### config.mk
export PLATFORM = sky130hd
export DESIGN_NAME = rlpw_isqrt
export DESIGN_NICKNAME = d
export VERILOG_FILES = /design/src/hdl/radial_lens_point_warp_defines.svh /design/src/hdl/rlpw_pkg.sv /design/src/hdl/rlpw_isqrt.sv
export SDC_FILE = /design/constraint.sdc
export NUM_CORES = 2
export LEC_CHECK = 0
export BUFFER_PORTS_ARGS = -buffer_cell sky130_fd_sc_hd__buf_4
export CAP_MARGIN = 10
export CORE_ASPECT_RATIO = 0.9
export CORE_UTILIZATION = 57
export DETAILED_ROUTE_END_ITERATION = 8
export GPL_ROUTABILITY_DRIVEN = 0
export GPL_TIMING_DRIVEN = 0
export PLACE_DENSITY = 0.86
export SLEW_MARGIN = 10
export SYNTH_ARGS = -nofsm -noshare
export SYNTH_HDL_FRONTEND = slang
export SYNTH_SLANG_ARGS = --single-unit
### constraint.sdc
create_clock -name aclk -period 3.1 [get_ports aclk]
set_clock_uncertainty 0.2 [all_clocks]
set_input_delay 0.465 -clock aclk [delete_from_list [all_inputs] [get_ports aclk]]
set_output_delay 0.465 -clock aclk [all_outputs]
set_load 0.05 [all_outputs]
### src/hdl/radial_lens_point_warp_defines.svh
// Assertion macros shared by the radial lens point warp RTL.
`ifndef RADIAL_LENS_POINT_WARP_DEFINES_SVH
`define RADIAL_LENS_POINT_WARP_DEFINES_SVH
`ifndef SYNTHESIS
`define RLPW_ASSERT(lbl, prop, msg) \
    lbl: assert property (@(posedge aclk) disable iff (!aresetn) prop) else $error(msg);
`define RLPW_ASSERT_RST(lbl, prop, msg) \
    lbl: assert property (@(posedge aclk) prop) else $error(msg);
`else
`define RLPW_ASSERT(lbl, prop, msg)
`define RLPW_ASSERT_RST(lbl, prop, msg)
`endif
`endif

### src/hdl/rlpw_pkg.sv
// Types and constants of the radial lens point warp.
`default_nettype none
package rlpw_pkg;
    localparam int COORD_W    = 24;
    localparam int RADIUS_W   = 23;
    localparam int STRENGTH_W = 16;
    localparam int DIFF_W     = 25;
    localparam int SQ_W       = 50;
    localparam int ROOT_W     = 25;
    localparam int NUM_W      = 49;
    localparam int QUO_W      = 26;
    localparam int CFG_IDX_W  = 2;

    localparam logic [CFG_IDX_W-1:0] CFG_CENTER_X = 2'd0;
    localparam logic [CFG_IDX_W-1:0] CFG_CENTER_Y = 2'd1;
    localparam logic [CFG_IDX_W-1:0] CFG_RADIUS   = 2'd2;
    localparam logic [CFG_IDX_W-1:0] CFG_STRENGTH = 2'd3;

    localparam logic signed [STRENGTH_W-1:0] STRENGTH_RESET = -16'sd16384;
    localparam logic signed [COORD_W-1:0] COORD_MAX = 24'sh7FFFFF;
    localparam logic signed [COORD_W-1:0] COORD_MIN = 24'sh800000;

    typedef struct packed {
        logic signed [COORD_W-1:0] point_x;
        logic signed [COORD_W-1:0] point_y;
    } in_t;

    typedef struct packed {
        logic signed [COORD_W-1:0] warped_x;
        logic signed [COORD_W-1:0] warped_y;
        logic                      inside_lens;
    } out_t;
endpackage
`default_nettype wire

### src/hdl/rlpw_isqrt.sv
// Pipelined integer square root, one result bit per stage.
`default_nettype none
module rlpw_isqrt
    import rlpw_pkg::*;
(
    input  wire logic              aclk,
    input  wire logic              en,
    input  wire logic [SQ_W-1:0]   radicand,
    output logic      [ROOT_W-1:0] root
);
    localparam int REM_W = ROOT_W + 3;

    logic [REM_W-1:0]  rem_reg  [ROOT_W-1];
    logic [SQ_W-1:0]   data_reg [ROOT_W-1];
    logic [ROOT_W-1:0] root_reg [ROOT_W];

    for (genvar k = 0; k < ROOT_W; k++) begin : g_stage
        logic [REM_W-1:0]  rem_in;
        logic [ROOT_W-1:0] root_in;
        logic [SQ_W-1:0]   data_in;
        logic [REM_W-1:0]  trial;
        logic [REM_W-1:0]  test;
        logic              ge;

        if (k == 0) begin : g_first
            assign rem_in  = '0;
            assign root_in = '0;
            assign data_in = radicand;
        end else begin : g_next
            assign rem_in  = rem_reg[k-1];
            assign root_in = root_reg[k-1];
            assign data_in = data_reg[k-1];
        end

        assign trial = {rem_in[REM_W-3:0], data_in[SQ_W-1 -: 2]};
        assign test  = {1'b0, root_in, 2'b01};
        assign ge    = (trial >= test);

        always_ff @(posedge aclk) begin
            if (en) begin
                root_reg[k] <= {root_in[ROOT_W-2:0], ge};
            end
        end

        if (k < ROOT_W - 1) begin : g_carry
            always_ff @(posedge aclk) begin
                if (en) begin
                    rem_reg[k]  <= ge ? trial - test : trial;
                    data_reg[k] <= {data_in[SQ_W-3:0], 2'b00};
                end
            end
        end
    end

    assign root = root_reg[ROOT_W-1];
endmodule
`default_nettype wire

==> flow_summary.yaml <==
status:
  status: "complete, but fails checks"
  violations: "negative setup slack"
synth:
  synth_cell_types: 89
  syn_area_sq_um: 69770
  ys_seq_area_frac: 0.6516
  synth_nets: 5692
  synth-edff-count: 1514
  yosysWarnings: 0
  synth.area.top_cells: "edfxtp_1 65%, ha_1 6.3%, xor2_1 3.4%, xnor2_1 2.7%, a21oi_1 2.4%"
  yosysTopAreaCell: "edfxtp_1"
  syn_inst: 5288
  avgSynthCellArea_sq_um: 13.19
  synth_seq_cells: 1514
  postSynth.asyncResetShare: 0
  synth_flop_cell: "edfxtp_1"
  synth_top_area_frac: 0.6516
finish:
  utilization: 0.6991
  syn_to_final_growth_pct: 21.36
  largest_reg_flops: 600
  drive_above_1_share: 0.2170
  fin_cells: 7554
  final_common_cell: "edfxtp_1"
  fin_nets: 6241
  mostFrequentLayoutCells: "1,514 x edfxtp_1, 410 x inv_1, 311 x buf_4"
  fillers: 7001
worst_setup_path:
  path_class: "register to register"
  cp-start-kind: "register"
  cp_max_fo: 4
  reg2reg_slack_ns: -0.24
  critical_path_arrival_ns: 3.66
  crit_required_ns: 3.42
  cp-end-kind: "register"
clock_tree:
  cts_root_buf: "clkbuf_16"
  clk_pin_slew_ns: 0.07
  clk_latency_ns: 0.78
  ctsHtreeMaxLevel: 4
  cts_tree: "yes"
  cts_buffers: 146
  cts.sinks: 1514
  clk_path_buf_depth: 3
power_and_ir_drop:
  leakagePower_nw: 32.31
  switching_power_mw: 16.87
  seqPwrFrac: 0.470
  combPwrFrac: 0.232
  power.total_mw: 58.68
  switching_share: 0.2875
  p_int_mw: 41.81
  p_clk_frac: 0.298
  cellPowerDensity_nw_per_um2: 693.0
  ir_worst_vdd_uv: 606.9
global_routing:
  grt_pass1_vias: 43190
  grt-ovfl-total: 0
  grt_max_degree: 194
  antenna_found_initial: 1
  grt_pass1_wl_um: 216700
  grtUsageTotal: 0.2177
drt:
  drt_iter0_markers: 5542
  drc_errors: 0
  viasPerCell: 6.073
  finalWirelength_um: 154300
  dr.pass1.iters: 9
  wire_per_inst_um: 20.43
  vias: 45870
  ant_nets: 0
die:
  die_h_um: 333.9
  fp-row-count: 121
  core_area_sq_um: 121100
  die_x_um: 370.8
  boundaryPins: 77
  initial_core_util: 0.5760
  die-area_sq_um: 123800
timing:
  final-max-slew-violation-count: 0
  fmax_mhz: 299.6
  hold_viol_final: 0
  worst_pin_slew_ns: 1.049
  rsz0062_at_grt: "yes"
  fin_ws_ns: -0.2374
  setup_violations: 213
  fin_tns_setup_ns: -20.52
  slew-limit-headroom: 0.3008
  fin_crit_sh: 1.077
  layout_min_cycle_time_ns: 3.337
  holdWs_ns: 0.05316
placed_design:
  dpl.hpwl_um: 86240
  dp.cells: 6971
  io_buffer_count: 76
job:
  max_cap_viol_count: 0
hold_path:
  holdCritPathClass: "primary input to register"
==> cells by family (layout without fill, tap and decap cells) <==
family	Yosys count	count (layout)	synth area share
AO/OA/AOI/OAI	1028	1028	0.09093
XOR/XNOR	483	483	0.06063
adder cells (fa/ha/maj)	352	352	0.06313
buffers and inverters	519	1185	0.02821
flip-flops	1514	1514	0.6516
multiplexers	64	64	0.01024
other	1	2	0.00005375
AND/OR/NAND/NOR	1327	1327	0.09516
==> critical path, cell delays in order (launching register included) <==
cell and delay [ns]:
edfxtp_1 0.45, or3_4 0.43, or4_4 0.45, or4_4 0.43, and4b_4 0.26, buf_6 0.14, a21o_4 0.23, or3_4 0.35
xnor2_1 0.13
==> synth_stat cells (all sizes together) (30+ instances only) <==
cell type	count
or3	58
o21a	71
ha	352
nor4	69
xnor2	216
o21ai	267
nand4	54
nand2b	73
nand3	76
nor2	340
or4	32
nand2	316
nor2b	50
a21o	113
o31ai	30
or2	34
xor2	267
edfxtp	1514
nor3	132
inv	429
a21oi	330
clkbuf	77
mux2	59
==> power groups by stage <==
stage	combinational [mW]	sequential, mW	clock [mW]
floorplan	7.63	27.1	0
global placement	9.55	28.0	0
detailed placement	10.1	27.6	0
CTS	11.2	27.3	17.7
global route	14.6	27.7	18.5
finish	13.6	27.6	17.5
==> per-layer routing <==
layer	vias to the layer above	global-route usage	wire, um
li1	20670	-	-
met1	22000	0.2747	58840
met2	2584	0.3636	75680
met3	616	0.04129	12300
met4	0	0.1008	7520
met5	-	0	0
==> cell type report <==
class,count,area [sq um],area share
diodes,1,2.502,0.00002955
plain buffers,69,620.6,0.007330
repair buffers,421,3978,0.04698
flip-flops and latches,1514,45460,0.5370
clock inverters,85,787.0,0.009295
inverters,430,1623,0.01917
clock buffers,180,3887,0.04591
multi-input cells,3255,26310,0.3107
well taps,1599,2001,0.02363
==> worst paths after layout <==
kind,start,end,cells after the start
setup / recovery,rem_reg[0][182],rem_reg[0][218],8
hold reg to reg,data_reg[1][45],data_reg[1][95],0
setup reg to reg,rem_reg[0][182],rem_reg[0][218],8
hold / removal,en,data_reg[0][62],1
==> through the flow <==
stage	worst slack [ns]	cell area, sq um
after floorplan	-0.07797	69900
after global placement	-11.23	72470
after detailed placement	-1.339	72710
after CTS	-0.2020	80850
after global routing	-0.2874	84670
final	-0.2374	84670
==> repair_timing <==
item / 4_1_cts / 5_1_grt
setup buffers: 127 / 149
resized for setup: 410 / 566
endpoints found under the setup margin: 688 / 591
gates cloned: 8 / 5
hold endpoints to repair: 51 / 0
hold buffers: 51 / 0
pin swaps: 79 / 169
No activity file was read; power rests on OpenSTA's default activity.
