### config.mk
export PLATFORM = sky130hd
export DESIGN_NAME = rlpw_div
export DESIGN_NICKNAME = d
export VERILOG_FILES = /design/src/hdl/radial_lens_point_warp_defines.svh /design/src/hdl/rlpw_pkg.sv /design/src/hdl/rlpw_div.sv
export SDC_FILE = /design/constraint.sdc
export NUM_CORES = 2
export LEC_CHECK = 0
export ABC_CLOCK_PERIOD_IN_PS = 11000
export BUFFER_PORTS_ARGS = -buffer_cell sky130_fd_sc_hd__buf_2
export CAP_MARGIN = 5
export CORE_MARGIN = 2
export CORE_UTILIZATION = 30
export CTS_BUF_LIST = sky130_fd_sc_hd__clkbuf_8
export DETAILED_ROUTE_END_ITERATION = 10
export HOLD_SLACK_MARGIN = 0.12
export PLACE_DENSITY = 0.4
export SLEW_MARGIN = 30
export SYNTH_ARGS = -nofsm -noshare
export SYNTH_HDL_FRONTEND = slang
export SYNTH_SLANG_ARGS = --single-unit
export TNS_END_PERCENT = 5
### constraint.sdc
create_clock -name aclk -period 11 [get_ports aclk]
set_input_delay 0.55 -clock aclk [delete_from_list [all_inputs] [get_ports aclk]]
set_output_delay 0.55 -clock aclk [all_outputs]
set_load 0.05 [all_outputs]
### src/hdl/radial_lens_point_warp_defines.svh
// Assertion macros shared by the radial lens point warp RTL.
`ifndef RADIAL_LENS_POINT_WARP_DEFINES_SVH
`define RADIAL_LENS_POINT_WARP_DEFINES_SVH
`ifndef SYNTHESIS
`define RLPW_ASSERT(lbl, prop, msg) \
    lbl: assert property (@(posedge aclk) disable iff (!aresetn) prop) else $error(msg);
`define RLPW_ASSERT_RST(lbl, prop, msg) \
    lbl: assert property (@(posedge aclk) prop) else $error(msg);
`else
`define RLPW_ASSERT(lbl, prop, msg)
`define RLPW_ASSERT_RST(lbl, prop, msg)
`endif
`endif

### src/hdl/rlpw_pkg.sv
// Types and constants of the radial lens point warp.
`default_nettype none
package rlpw_pkg;
    localparam int COORD_W    = 24;
    localparam int RADIUS_W   = 23;
    localparam int STRENGTH_W = 16;
    localparam int DIFF_W     = 25;
    localparam int SQ_W       = 50;
    localparam int ROOT_W     = 25;
    localparam int NUM_W      = 49;
    localparam int QUO_W      = 26;
    localparam int CFG_IDX_W  = 2;

    localparam logic [CFG_IDX_W-1:0] CFG_CENTER_X = 2'd0;
    localparam logic [CFG_IDX_W-1:0] CFG_CENTER_Y = 2'd1;
    localparam logic [CFG_IDX_W-1:0] CFG_RADIUS   = 2'd2;
    localparam logic [CFG_IDX_W-1:0] CFG_STRENGTH = 2'd3;

    localparam logic signed [STRENGTH_W-1:0] STRENGTH_RESET = -16'sd16384;
    localparam logic signed [COORD_W-1:0] COORD_MAX = 24'sh7FFFFF;
    localparam logic signed [COORD_W-1:0] COORD_MIN = 24'sh800000;

    typedef struct packed {
        logic signed [COORD_W-1:0] point_x;
        logic signed [COORD_W-1:0] point_y;
    } in_t;

    typedef struct packed {
        logic signed [COORD_W-1:0] warped_x;
        logic signed [COORD_W-1:0] warped_y;
        logic                      inside_lens;
    } out_t;
endpackage
`default_nettype wire

### src/hdl/rlpw_div.sv
// Pipelined restoring divider, one quotient bit per stage.
`default_nettype none
module rlpw_div
    import rlpw_pkg::*;
(
    input  wire logic                aclk,
    input  wire logic                en,
    input  wire logic [NUM_W-1:0]    dividend,
    input  wire logic [RADIUS_W-1:0] divisor,
    output logic      [QUO_W-1:0]    quotient
);
    logic [RADIUS_W-1:0] rem_reg [QUO_W-1];
    logic [QUO_W-1:0]    low_reg [QUO_W-1];
    logic [QUO_W-1:0]    quo_reg [QUO_W];

    for (genvar k = 0; k < QUO_W; k++) begin : g_stage
        logic [RADIUS_W-1:0] rem_in;
        logic [QUO_W-1:0]    low_in;
        logic [QUO_W-1:0]    quo_in;
        logic [RADIUS_W:0]   shifted;
        logic [RADIUS_W:0]   diff;
        logic                ge;

        if (k == 0) begin : g_first
            assign rem_in = dividend[NUM_W-1:QUO_W];
            assign low_in = dividend[QUO_W-1:0];
            assign quo_in = '0;
        end else begin : g_next
            assign rem_in = rem_reg[k-1];
            assign low_in = low_reg[k-1];
            assign quo_in = quo_reg[k-1];
        end

        assign shifted = {rem_in, low_in[QUO_W-1]};
        assign ge      = (shifted >= {1'b0, divisor});
        assign diff    = shifted - {1'b0, divisor};

        always_ff @(posedge aclk) begin
            if (en) begin
                quo_reg[k] <= {quo_in[QUO_W-2:0], ge};
            end
        end

        if (k < QUO_W - 1) begin : g_carry
            always_ff @(posedge aclk) begin
                if (en) begin
                    rem_reg[k] <= ge ? diff[RADIUS_W-1:0] : shifted[RADIUS_W-1:0];
                    low_reg[k] <= {low_in[QUO_W-2:0], 1'b0};
                end
            end
        end
    end

    assign quotient = quo_reg[QUO_W-1];
endmodule
`default_nettype wire

==> impl_metrics.yaml <==
run_status:
  status: "completed"
floorplan:
  start_util: 0.302
  num_io_pins: 100
  coreArea_sq_um: 238000
  rows: 179
  die_h_um: 494
  dieWidth_um: 494
  dieArea_sq_um: 244000
yosys:
  ys_ff_latch: 1251
  yosys.area.top_type_share: 0.521
  synth-edff-count: 1251
  synth_ff_type: "edfxtp_1"
  yosys-top-cells-count: "edfxtp_1, ha_1, a21oi_1"
  synth.area.top_cells: "edfxtp_1, ha_1, mux2_2"
  yosysSeqAreaShare: 0.521
  netlist_area_sq_um: 72100
  synth_area_leader_cell: "edfxtp_1"
  yosysWarnings: 0
  yosysMostFrequentCell: "edfxtp_1"
  synth.net_count: 6773
  yosysUniqueCellTypes: 85
  syn_area_per_cell_sq_um: 11.9
  synthCells: 6076
  synthArstFlopShare: 0
timing:
  worst_pin_slew_ps: 958
  setup_tns_ps: 0
  grt_setup_unrepaired: "no"
  setup_viol: 0
  max-slew-margin-rel: 0.353
  fmax_ghz: 0.213
  period_share: 0.427
  fin_crit_ps: 4700
  finalHoldViolCount: 0
  fin_worst_skew_ps: 63.6
  maxSlewViolCount: 0
  holdWs_ps: 258
  fin_ws_ps: 6300
placement:
  place_area_sq_um: 76800
  portBuffers: 99
  gp_congestion: 0.809
  pre_cts_slack_ps: 5640
  dp_hpwl_um: 130000
worst_setup_path:
  reg2reg_depth: 13
  path_cells: "dlygate4sd3_1 -> buf_4 -> buf_4 -> fa_1 -> nor2b_1 -> o31a_1 -> o21ai_2 -> o21ai_2 -> a311o_1 -> a21oi_2 -> o41ai_1 -> a2111oi_4 -> buf_4 -> mux2_1"
  arrival_ps: 5410
  path_depth: 14
  cp_max_fo: 19
  cp_num_buf_inv: 4
  slowest_delay_ps: 870
  crit_top_cell: "buf_4"
  critPathTopFamily: "compound AO/OA/AOI/OAI gates"
  worstSetupPathType: "in2reg"
  startpoint_type: "input pin"
  endpoint_kind: "register"
  worstPathRequired_ps: 11710
  cp_slowest_cell: "a2111oi_4"
routing:
  vias_per_cell: 4.94
  finalWirelength_um: 190000
  antenna_left: 0
  drc: 0
  drtIter0Drc: 2886
  num_vias: 48400
  firstDrtPassIters: 5
  wl_per_cell_um: 19.4
finish:
  area_growth_syn_to_layout_pct: 13.5
  nets: 7129
  drive_gt1_frac: 0.127
  largest_register_ffs: 575
  fin_area_sq_um: 81800
clock_network:
  post_cts_resized: 0
  cts.sinks: 1251
  clockRootBuffer: "clkbuf_8"
  tritoncts: "built"
  clock_latency_ps: 1030
  post-cts-setup-buffers: 0
  clkTransAtPathRegs_ps: 60
  h-tree-depth: 4
  cts_made_buffers: 237
  cts_buffer_depth: 3
min_path:
  hold_path_depth: 2
  holdCritPathClass: "in2reg"
pwr:
  p_total_uw: 24300
  power_leakage_uw: 0.0317
  worst_ir_drop_vdd_uv: 152
  p_per_area_nw_per_um2: 297
run:
  cap_violations: 0
grt:
  grt_antenna_before_repair: 6
  overflow: 0
  grt_pass1_wl_um: 291000
  grt_start_max_net_pins: 186
  grt_use_total: 0.154
  grt_pass1_vias: 48600
## stage by stage
step                      cells   util
after floorplan            6076      -
after global placement     9298  0.322
after detailed placement   9299  0.322
after CTS                  9793  0.343
after global routing       9806  0.343
final                      9806  0.343
## cell type report
class                           instances  area [sq um]
Antenna cell                           10          25.0
Sequential cell                      1251         37600
Clock buffer                          240          3300
Clock inverter                        196          1040
Fill cell                           23900        156000
Inverter                              207           777
Multi-Input combinational cell       4506         33400
Tap cell                             3167          3960
Timing Repair Buffer                  229          1740
## final timing paths
path,start,endpoint,slack [ps]
worst max-delay path,divisor[1],rem_reg[0][181],6300
worst min-delay path,dividend[4],low_reg[0][4],260
worst max register to register,low_reg[0][174],rem_reg[0][181],6750
worst min register to register,quo_reg[0][156],quo_reg[0][183],370
## kinds of logic (layout without fill, tap and decap cells)
logic type                 count (synthesis)  count (layout)  share of synthesized area
AOI/OAI and AO/OA                       1718            1718                      0.150
and+or+nand+nor                         1343            1343                     0.0900
DFF                                     1251            1251                      0.521
adders and majority gates                623             623                      0.111
xor gates and xnor gates                 471             471                     0.0572
muxes                                    351             351                     0.0541
buffers and inverters                    319             872                     0.0170
other                                      0              10                          0
## worst reg2reg max path, stage by stage (launching register included)
cell,delay (ps)
edfxtp_1,360
inv_1,110
ha_1,210
fa_1,220
nor2b_1,70
o31a_1,290
o21ai_2,230
o21ai_2,120
a311o_1,370
a21oi_2,200
o41ai_1,150
a2111oi_4,870
buf_4,370
mux2_1,380
## what timing repair did
item	4_1_cts	5_1_grt
hold buffers	58	0
setup endpoints to repair	0	0
hold endpoints to repair	163	0
## where the power goes
group / switching, uW / internal (uW) / total (uW)
clock: 2150 / 2140 / 4280
sequential: 870 / 7370 / 8240
combinational: 6420 / 5350 / 11800
total: 9440 / 14900 / 24300
## layer usage
metal,up-vias,track usage,share of wire
li1,24000,-,-
met1,23300,0.205,0.47
met4,0,0.0465,0.027
met3,318,0.0260,0.037
met2,812,0.254,0.47
met5,-,0,0
## placed cells by master, fill, tap and decap left out, types with 24 or more instances in the layout
cell type	count
edfxtp_1	1251
ha_1	598
a21oi_1	478
o21ai_0	447
nand2_1	419
nor2_1	309
xnor2_1	291
mux2_2	291
inv_1	281
a21o_1	254
clkbuf_8	240
xor2_1	180
o21a_1	100
buf_2	98
nand4_1	90
nand3_1	90
nor2b_1	85
nor3_1	84
nand2b_1	80
buf_4	62
o21bai_1	61
dlygate4sd3_1	58
a31oi_1	53
clkinv_1	50
a211oi_1	45
and3_1	45
mux2i_1	43
o31ai_1	39
clkinv_2	33
o211ai_1	31
or2_2	28
and2_1	25
fa_1	25
a21boi_0	24
Power figures use the tool's default switching activity.
